==> src/sv/hdce_pkg.sv <==
package hdce_pkg;

    localparam int unsigned KindW   = 3;
    localparam int unsigned ByteW   = 8;
    localparam int unsigned HTensW  = 2;
    localparam int unsigned DigitW  = 4;
    localparam int unsigned MTensW  = 3;
    localparam int unsigned CursorW = 2;

    localparam logic [ByteW-1:0] MaxHour   = 8'd23;
    localparam logic [ByteW-1:0] MaxMinute = 8'd59;

    // Digit positions under the cursor
    localparam logic [CursorW-1:0] POS_HTENS  = 2'd0;
    localparam logic [CursorW-1:0] POS_HUNITS = 2'd1;
    localparam logic [CursorW-1:0] POS_MTENS  = 2'd2;
    localparam logic [CursorW-1:0] POS_MUNITS = 2'd3;

    // Per-digit limits
    localparam logic [DigitW-1:0] LIM_HTENS     = 4'd2;
    localparam logic [DigitW-1:0] LIM_HUNITS_20 = 4'd3;
    localparam logic [DigitW-1:0] LIM_UNITS     = 4'd9;
    localparam logic [DigitW-1:0] LIM_MTENS     = 4'd5;

    typedef enum logic [KindW-1:0] {
        KIND_LEFT  = 3'd0,
        KIND_RIGHT = 3'd1,
        KIND_INC   = 3'd2,
        KIND_DEC   = 3'd3,
        KIND_SET   = 3'd4
    } t_kind;

    typedef struct packed {
        logic [HTensW-1:0] ht;
        logic [DigitW-1:0] hu;
        logic [MTensW-1:0] mt;
        logic [DigitW-1:0] mu;
    } t_time;

    typedef struct packed {
        t_time              tm;
        logic [CursorW-1:0] cursor;
        logic               accepted;
        logic [DigitW-1:0]  limit;
    } t_edit_res;

endpackage

==> src/sv/hdce_if.sv <==
interface hdce_in_if;
    logic                           valid;
    logic                           ready;
    logic [hdce_pkg::KindW-1:0]     kind;
    logic [hdce_pkg::ByteW-1:0]     new_hours;
    logic [hdce_pkg::ByteW-1:0]     new_minutes;

    modport source (output valid, kind, new_hours, new_minutes, input ready);
    modport sink   (input valid, kind, new_hours, new_minutes, output ready);
endinterface

interface hdce_out_if;
    logic                           valid;
    logic                           ready;
    logic [hdce_pkg::HTensW-1:0]    hour_tens;
    logic [hdce_pkg::DigitW-1:0]    hour_units;
    logic [hdce_pkg::MTensW-1:0]    minute_tens;
    logic [hdce_pkg::DigitW-1:0]    minute_units;
    logic [hdce_pkg::CursorW-1:0]   cursor_digit;
    logic                           accepted;
    logic [hdce_pkg::DigitW-1:0]    digit_limit;

    modport source (output valid, hour_tens, hour_units, minute_tens, minute_units,
                    cursor_digit, accepted, digit_limit, input ready);
    modport sink   (input valid, hour_tens, hour_units, minute_tens, minute_units,
                    cursor_digit, accepted, digit_limit, output ready);
endinterface

==> src/sv/hdce_split.sv <==
// Split a value below 60 into tens and units by a row of compares.
module hdce_split (
    input  logic [5:0]                  i_value,
    output logic [hdce_pkg::MTensW-1:0] o_tens,
    output logic [hdce_pkg::DigitW-1:0] o_units
);
    import hdce_pkg::*;

    logic [MTensW-1:0] tens;
    logic [6:0]        base;

    always_comb begin
        tens = '0;
        for (int k = 1; k <= 5; k++) begin
            if (i_value >= 6'(k * 10)) begin
                tens = MTensW'(k);
            end
        end
        base    = 7'(tens) * 7'd10;
        o_tens  = tens;
        o_units = DigitW'(7'(i_value) - base);
    end
endmodule

==> src/sv/hdce_edit.sv <==
// Next state of the time digits and cursor for one event.
module hdce_edit (
    input  hdce_pkg::t_time               i_tm,
    input  logic [hdce_pkg::CursorW-1:0]  i_cursor,
    input  logic [hdce_pkg::KindW-1:0]    i_kind,
    input  hdce_pkg::t_time               i_set_tm,
    input  logic                          i_set_ok,
    output hdce_pkg::t_edit_res           o_res
);
    import hdce_pkg::*;

    t_time              tm;
    logic [CursorW-1:0] cur;
    logic               acc;
    logic [DigitW-1:0]  d;
    logic [DigitW-1:0]  lim;
    logic [DigitW-1:0]  nd;

    function automatic logic [DigitW-1:0] limit_at(logic [CursorW-1:0] pos,
                                                   logic [HTensW-1:0] ht);
        logic [DigitW-1:0] l;
        unique case (pos)
            POS_HTENS:  l = LIM_HTENS;
            POS_HUNITS: l = (ht == 2'd2) ? LIM_HUNITS_20 : LIM_UNITS;
            POS_MTENS:  l = LIM_MTENS;
            default:    l = LIM_UNITS;
        endcase
        return l;
    endfunction

    always_comb begin
        tm  = i_tm;
        cur = i_cursor;
        acc = 1'b1;

        // digit under the cursor and its limit
        unique case (i_cursor)
            POS_HTENS:  d = DigitW'(i_tm.ht);
            POS_HUNITS: d = i_tm.hu;
            POS_MTENS:  d = DigitW'(i_tm.mt);
            default:    d = i_tm.mu;
        endcase
        lim = limit_at(i_cursor, i_tm.ht);

        if (i_kind == KIND_INC) begin
            nd = (d >= lim) ? '0 : d + 4'd1;
        end else begin
            nd = (d == '0 || d > lim) ? lim : d - 4'd1;
        end

        unique case (i_kind)
            KIND_LEFT:  cur = i_cursor - 2'd1;
            KIND_RIGHT: cur = i_cursor + 2'd1;
            KIND_INC, KIND_DEC: begin
                unique case (i_cursor)
                    POS_HTENS:  tm.ht = HTensW'(nd);
                    POS_HUNITS: tm.hu = nd;
                    POS_MTENS:  tm.mt = MTensW'(nd);
                    default:    tm.mu = nd;
                endcase
                // hold hours at or below 23
                if (tm.ht == 2'd2 && tm.hu > 4'd3) begin
                    tm.hu = 4'd3;
                end
            end
            KIND_SET: begin
                if (i_set_ok) begin
                    tm = i_set_tm;
                end else begin
                    acc = 1'b0;
                end
            end
            default: ;
        endcase

        o_res.tm       = tm;
        o_res.cursor   = cur;
        o_res.accepted = acc;
        o_res.limit    = limit_at(cur, tm.ht);
    end
endmodule

==> src/sv/hhmm_digit_cursor_editor.sv <==
// Each result is registered: it appears on the output in the cycle after its input transfer.
// Throughput: one event per cycle; the input is ready whenever the output
// register is empty or its result transfers in the same cycle.
// Reset (synchronous, active low): time 10:00, cursor on the hour tens digit,
// no result pending.
module hhmm_digit_cursor_editor (
    input  logic       i_clk,
    input  logic       i_rst_n,
    hdce_in_if.sink    i_evt,
    hdce_out_if.source o_res
);
    import hdce_pkg::*;

    // Time state is kept as four BCD digits so that every edit works on a
    // digit directly and no divide is needed on the result side.
    t_time              r_time,   n_time;
    logic [CursorW-1:0] r_cursor, n_cursor;
    logic               r_valid,  n_valid;
    logic               r_acc,    n_acc;
    logic [DigitW-1:0]  r_limit,  n_limit;

    logic              take;
    logic              set_ok;
    t_time             set_tm;
    logic [MTensW-1:0] set_htens;
    t_edit_res         edit_res;

    // Accept a new event whenever the result slot is free or drains now.
    assign i_evt.ready = ~r_valid | o_res.ready;
    assign take        = i_evt.valid & i_evt.ready;

    // Set-time range check; digit split only matters when in range.
    assign set_ok = (i_evt.new_hours <= MaxHour) && (i_evt.new_minutes <= MaxMinute);

    hdce_split u_split_hours (
        .i_value (i_evt.new_hours[5:0]),
        .o_tens  (set_htens),
        .o_units (set_tm.hu)
    );

    hdce_split u_split_minutes (
        .i_value (i_evt.new_minutes[5:0]),
        .o_tens  (set_tm.mt),
        .o_units (set_tm.mu)
    );

    assign set_tm.ht = set_htens[HTensW-1:0];

    hdce_edit u_edit (
        .i_tm     (r_time),
        .i_cursor (r_cursor),
        .i_kind   (i_evt.kind),
        .i_set_tm (set_tm),
        .i_set_ok (set_ok),
        .o_res    (edit_res)
    );

    always_comb begin
        n_time   = r_time;
        n_cursor = r_cursor;
        n_acc    = r_acc;
        n_limit  = r_limit;
        n_valid  = r_valid & ~o_res.ready;
        if (take) begin
            // advance state and load the result register together
            n_time   = edit_res.tm;
            n_cursor = edit_res.cursor;
            n_acc    = edit_res.accepted;
            n_limit  = edit_res.limit;
            n_valid  = 1'b1;
        end
    end

    always_ff @(posedge i_clk) begin
        if (!i_rst_n) begin
            r_time   <= '{ht: 2'd1, hu: 4'd0, mt: 3'd0, mu: 4'd0};
            r_cursor <= POS_HTENS;
            r_valid  <= 1'b0;
        end else begin
            r_time   <= n_time;
            r_cursor <= n_cursor;
            r_valid  <= n_valid;
        end
    end

    // Result payload; held while the output is stalled.
    always_ff @(posedge i_clk) begin
        r_acc   <= n_acc;
        r_limit <= n_limit;
    end

    // The state registers double as the digit fields of the pending result:
    // they change only on an input transfer, which also refills the slot.
    assign o_res.valid        = r_valid;
    assign o_res.hour_tens    = r_time.ht;
    assign o_res.hour_units   = r_time.hu;
    assign o_res.minute_tens  = r_time.mt;
    assign o_res.minute_units = r_time.mu;
    assign o_res.cursor_digit = r_cursor;
    assign o_res.accepted     = r_acc;
    assign o_res.digit_limit  = r_limit;

endmodule
==> src/flat_wrapper.sv <==
// flat-port wrapper written by rule: the top's interface ports become plain ports
module hhmm_digit_cursor_editor_flat import hdce_pkg::*;
  (i_clk, i_rst_n, i_evt_valid, i_evt_kind, i_evt_new_hours, i_evt_new_minutes, i_evt_ready, o_res_valid, o_res_hour_tens, o_res_hour_units, o_res_minute_tens, o_res_minute_units, o_res_cursor_digit, o_res_accepted, o_res_digit_limit, o_res_ready);
  hdce_in_if i_evt_i ();
  hdce_out_if o_res_i ();
  input  logic i_clk;
  input  logic i_rst_n;
  input wire logic [$bits(i_evt_i.valid)-1:0] i_evt_valid;
  input wire logic [$bits(i_evt_i.kind)-1:0] i_evt_kind;
  input wire logic [$bits(i_evt_i.new_hours)-1:0] i_evt_new_hours;
  input wire logic [$bits(i_evt_i.new_minutes)-1:0] i_evt_new_minutes;
  output wire logic [$bits(i_evt_i.ready)-1:0] i_evt_ready;
  output wire logic [$bits(o_res_i.valid)-1:0] o_res_valid;
  output wire logic [$bits(o_res_i.hour_tens)-1:0] o_res_hour_tens;
  output wire logic [$bits(o_res_i.hour_units)-1:0] o_res_hour_units;
  output wire logic [$bits(o_res_i.minute_tens)-1:0] o_res_minute_tens;
  output wire logic [$bits(o_res_i.minute_units)-1:0] o_res_minute_units;
  output wire logic [$bits(o_res_i.cursor_digit)-1:0] o_res_cursor_digit;
  output wire logic [$bits(o_res_i.accepted)-1:0] o_res_accepted;
  output wire logic [$bits(o_res_i.digit_limit)-1:0] o_res_digit_limit;
  input wire logic [$bits(o_res_i.ready)-1:0] o_res_ready;
  assign i_evt_i.valid = i_evt_valid;
  assign i_evt_i.kind = i_evt_kind;
  assign i_evt_i.new_hours = i_evt_new_hours;
  assign i_evt_i.new_minutes = i_evt_new_minutes;
  assign i_evt_ready = i_evt_i.ready;
  assign o_res_valid = o_res_i.valid;
  assign o_res_hour_tens = o_res_i.hour_tens;
  assign o_res_hour_units = o_res_i.hour_units;
  assign o_res_minute_tens = o_res_i.minute_tens;
  assign o_res_minute_units = o_res_i.minute_units;
  assign o_res_cursor_digit = o_res_i.cursor_digit;
  assign o_res_accepted = o_res_i.accepted;
  assign o_res_digit_limit = o_res_i.digit_limit;
  assign o_res_i.ready = o_res_ready;
  hhmm_digit_cursor_editor u_core (.i_clk(i_clk), .i_rst_n(i_rst_n), .i_evt(i_evt_i), .o_res(o_res_i));
endmodule
==> config.mk <==
export PLATFORM = sky130hd
export DESIGN_NAME = hhmm_digit_cursor_editor_flat
export DESIGN_NICKNAME = d
export VERILOG_FILES = /design/src/sv/hdce_pkg.sv /design/src/sv/hdce_if.sv /design/src/sv/hdce_split.sv /design/src/sv/hdce_edit.sv /design/src/sv/hhmm_digit_cursor_editor.sv /design/src/flat_wrapper.sv
export SDC_FILE = /design/constraint.sdc
export NUM_CORES = 1
export LEC_CHECK = 0
export BUFFER_PORTS_ARGS = -buffer_cell sky130_fd_sc_hd__buf_2
export CAP_MARGIN = 0
export CORE_MARGIN = 2
export CORE_UTILIZATION = 50
export DETAILED_ROUTE_END_ITERATION = 7
export GPL_TIMING_DRIVEN = 1
export PLACE_DENSITY_LB_ADDON = 0.12
export SYNTH_ARGS = -nofsm -noshare
export SYNTH_HDL_FRONTEND = slang
export SYNTH_HIERARCHICAL = 1
export SYNTH_SLANG_ARGS = --single-unit
==> constraint.sdc <==
create_clock -name i_clk -period 3.2 [get_ports i_clk]
set_input_delay 0.32 -clock i_clk [delete_from_list [all_inputs] [get_ports i_clk]]
set_output_delay 0.32 -clock i_clk [all_outputs]
set_load 0.05 [all_outputs]
After elaboration in Yosys (flattened, before gate mapping) --
Index checks and enable logic that the tools add are counted.
Word-level totals: register bits after elaboration 21, output and inout bits 22, logic and storage cells 93
Operators by class: add/subtract/negate cells 6, multipliers 2, $lt $le $gt $ge 15, eq/ne operators 14, mux-type cells 30, bitwise gates (word level) 5, reductions and logical operators 13
Operators by type and width (number):
- $mux W4 | 9
- $pmux W4 S3 | 3
- $mux W3 | 9
- $pmux W13 S2 | 1
- $ge A6 B5 Y1 const B | 4
- $ge A6 B6 Y1 const B | 4
- $mux W13 | 1
- $ge A6 B4 Y1 const B | 2
- $eq A2 B2 Y1 const B | 5
- $le A8 B5 Y1 const B | 1
- $le A8 B6 Y1 const B | 1
- $reduce_and A4 Y1 | 2
- $sub A4 B4 Y4 | 2
- $eq A3 B2 Y1 const B | 2
- $mul A3 B3 Y3 const B | 2
- $add A4 B1 Y4 const B | 1
- $eq A2 B1 Y1 const B | 2
- $ge A4 B4 Y1 | 1
- $gt A4 B2 Y1 const B | 1
- $gt A4 B4 Y1 | 1
- $logic_not A2 Y1 | 2
- $logic_not A4 Y1 | 1
- $mux W1 | 4
- $mux W2 | 2
- other kinds (18) | 22

Logic depth before layout (Yosys ltp) --
depth after elaboration 16, gate-level depth with buffers 15, mapped depth without buffers 15

Modules after synthesis --
Netlist, hierarchy kept.
By module, submodules not included:
- hdce_edit | instances 1, cells an instance 147, area each 952.2 um^2
- hhmm_digit_cursor_editor | instances 1, cells an instance 79, area each 832.0 um^2
- hdce_split | instances 2, cells an instance 34, area each 252.7 um^2

Worst setup path after synthesis --
No wires, ideal clock.
path kind register to register, start reg u_core.r_cursor[0], in the netlist u_core/o_res.cursor_digit[0], end reg u_core.r_time (netlist bit u_core/o_res.hour_units[0]), arrival 3.508 ns, required time 3.128 ns, path slack -0.379 ns, stages on the path, launching flop included 15, buffers on the path 0, cell sequence dfxtp_1 > inv_1 > ha_1 > a222oi_1 > a21oi_2 > ha_1 > nor2b_1 > o211ai_1 > a21oi_1 > nor4_1 > nor3_1 > a311o_1 > o211ai_2 > nand2_1 > mux2i_1
RTL lines:
- start, declared | RTL line hhmm_digit_cursor_editor.sv:17 | logic [CursorW-1:0] r_cursor, n_cursor;
- start signal, assigned | RTL line hhmm_digit_cursor_editor.sv:81 | r_cursor <= n_cursor;
- end signal, assigned | RTL line hhmm_digit_cursor_editor.sv:76 | r_time <= '{ht: 2'd1, hu: 4'd0, mt: 3'd0, mu: 4'd0};
- end signal, assigned | RTL line hhmm_digit_cursor_editor.sv:80 | r_time <= n_time;
- end, declared | RTL line hhmm_digit_cursor_editor.sv:16 | t_time r_time, n_time;

==> flow_metrics.tcl <==
set metrics [dict create \
    finClkSkew_ns 0.00671 \
    required_ns 3.34 \
    die_h_um 71.6 \
    viasPerCell 6.03 \
    syn_nets 332 \
    syn_inst 293 \
    fillers 377 \
    grt_use_total 0.246 \
    crit_path_max_fanout 6 \
    post-dp-hpwl_um 4630 \
    period_share 1.00 \
    whs_ns 0.324 \
    outcome "finished clean" \
    critPathKind "reg2reg" \
    io_buffers 44 \
    cts.clk_slew.worst_paths_ns 0.08 \
    max_freq_mhz 313 \
    cts_buffers 3 \
    wirelength_um 6410 \
    hold_depth 3 \
    maxSlewViolCount 0 \
    nets 388 \
    grt_pass1_wl_um 10200 \
    cts.sinks 21 \
    yosysWarningCount 6 \
    fin_cells 400 \
    coreArea_um2 4380 \
    die_width_um 71.6 \
    hold_viol 0 \
    drv_cap 0 \
    vias 2413 \
    p_per_area_nw_per_um2 317 \
    cp.arrival_ns 3.34 \
    reg2regPathDepth 15 \
    slew_headroom 0.575 \
    drt_iter0_drc 104 \
    rsz0062_at_grt "true" \
    grt_pass1_vias 2238 \
    num_io_pins 45 \
    max_stage_delay_ns 0.38 \
    final_common_cell "nand2_1" \
    place_congestion 0.968 \
    fin_crit_ns 3.20 \
    cts_tree "yes" \
    cp-start-kind "register" \
    antenna_found_initial 0 \
    numPlacedInstances 387 \
    start_util 0.521 \
    synth_area_per_cell_um2 7.79 \
    ir_worst_vdd_v 0.000302 \
    setup_violations 0 \
    grt_max_degree 31 \
    cp_slowest_cell "dfxtp_4" \
    endpoint_kind "register" \
    syn2layout_area_growth_pct 24.3 \
    netlist_area_um2 2280 \
    grt-ovfl-total 0 \
    dieArea_um2 5120 \
    worst_pin_slew_ns 0.631 \
    layout-drive-gt1-share 0.330 \
    rows 24 \
    cts_root_buffer "clkbuf_8" \
    p_leak_uw 0.00126 \
    clk_path_buf_depth 2 \
    path_buf_inv 2 \
    hp-class "in2reg" \
    layout_common_cells "nand2_1 (45), buf_2 (44), buf_4 (24), inv_1 (24), mux2i_1 (15)" \
    rrSetupSlack_ns 0.0006 \
    seqCellArea_um2 478 \
    dr.pass1.iters 4 \
    post_drt_wl_per_cell_um 16.0 \
    ant_nets 0 \
    antenna_cells 0 \
    ctsHtreeMaxLevel 1 \
    multi_input_area_um2 1730 \
    route.detailed.drc 0 \
    clk-insertion-delay-late_ns 0.26 \
    cp_top_family "compound AO/OA/AOI/OAI gates" \
    path_depth 15 \
    cp_cell_sequence "buf_6 -> ha_4 -> a222oi_1 -> a21oi_2 -> ha_1 -> nor2b_1 -> o211ai_1 -> buf_4 -> nand3_4 -> o22ai_2 -> a31oi_4 -> o22a_2 -> a31o_2 -> nand2_1 -> mux2i_1" \
]
## through the flow
step / TNS, ns / area, um^2 / total power (uW) / util / setup WS, ns
2_1_floorplan: 0 / 2290 / 549 / - / 0.0157
3_3_place_gp: 0 / 2570 / 645 / 0.587 / 0.0458
3_5_place_dp: -0.379 / 2570 / 649 / 0.587 / -0.106
4_1_cts: -0.00922 / 2720 / 859 / 0.620 / -0.00922
5_1_grt: -0.889 / 2840 / 951 / 0.647 / -0.174
6_report: 0 / 2840 / 900 / 0.647 / 0.000577
## worst reg2reg max path, stage by stage, from the launching register on
cell and delay (ns):
dfxtp_4 0.38, buf_6 0.12, ha_4 0.16, a222oi_1 0.37
a21oi_2 0.13, ha_1 0.33, nor2b_1 0.14, o211ai_1 0.27
buf_4 0.18, nand3_4 0.09, o22ai_2 0.21, a31oi_4 0.08
o22a_2 0.25, a31o_2 0.23, nand2_1 0.06, mux2i_1 0.08
## power breakdown
group | internal, uW | switching [uW]
logic | 178 | 252
clock network | 86.7 | 89.7
registers | 283 | 9.87
total | 548 | 351
## cell type report
| class | instances | area share |
|---|---|---|
| tap | 52 | 0.0229 |
| clock inverter | 1 | 0.00176 |
| multi-input combinational | 228 | 0.611 |
| clock buffer | 3 | 0.0146 |
| timing repair buffer | 69 | 0.145 |
| inverter | 26 | 0.0362 |
| sequential | 21 | 0.169 |
## metal layers
| metal | GRT usage | routed length [um] |
|---|---|---|
| met5 | 0 | 0 |
| met4 | 0.101 | 212 |
| met3 | 0.0281 | 376 |
| met2 | 0.410 | 2920 |
| met1 | 0.324 | 2900 |
## flip-flops by register name, indices dropped and copies added, names as in the netlist
name / cells
u_core/o_res.digit_limit: 4
u_core/o_res.minute_units: 4
u_core/o_res.hour_units: 4
u_core/o_res.cursor_digit: 2
u_core/o_res.valid: 1
u_core/o_res.hour_tens: 2
u_core/o_res.accepted: 1
u_core/o_res.minute_tens: 3
## path summary, 6_finish.rpt
path / end / from
max reg2reg: u_core/o_res.hour_units[3]$_SDFFE_PN0P_ / u_core/o_res.cursor_digit[0]$_SDFFE_PN0P_
min reg2reg: u_core/o_res.hour_units[1]$_SDFFE_PN0P_ / u_core/o_res.hour_units[1]$_SDFFE_PN0P_
max: u_core/o_res.hour_units[3]$_SDFFE_PN0P_ / u_core/o_res.cursor_digit[0]$_SDFFE_PN0P_
min: u_core/o_res.valid$_SDFF_PN0_ / i_evt_valid
## what timing repair did
item / 4_1_cts / 5_1_grt
setup buffers: 5 / 4
endpoints found under the setup margin: 6 / 13
resized for setup: 15 / 22
hold buffers: 0 / 0
endpoints found under the hold margin: 0 / 0
pin swaps: 10 / 18
No activity file was read; power rests on OpenSTA's default activity.
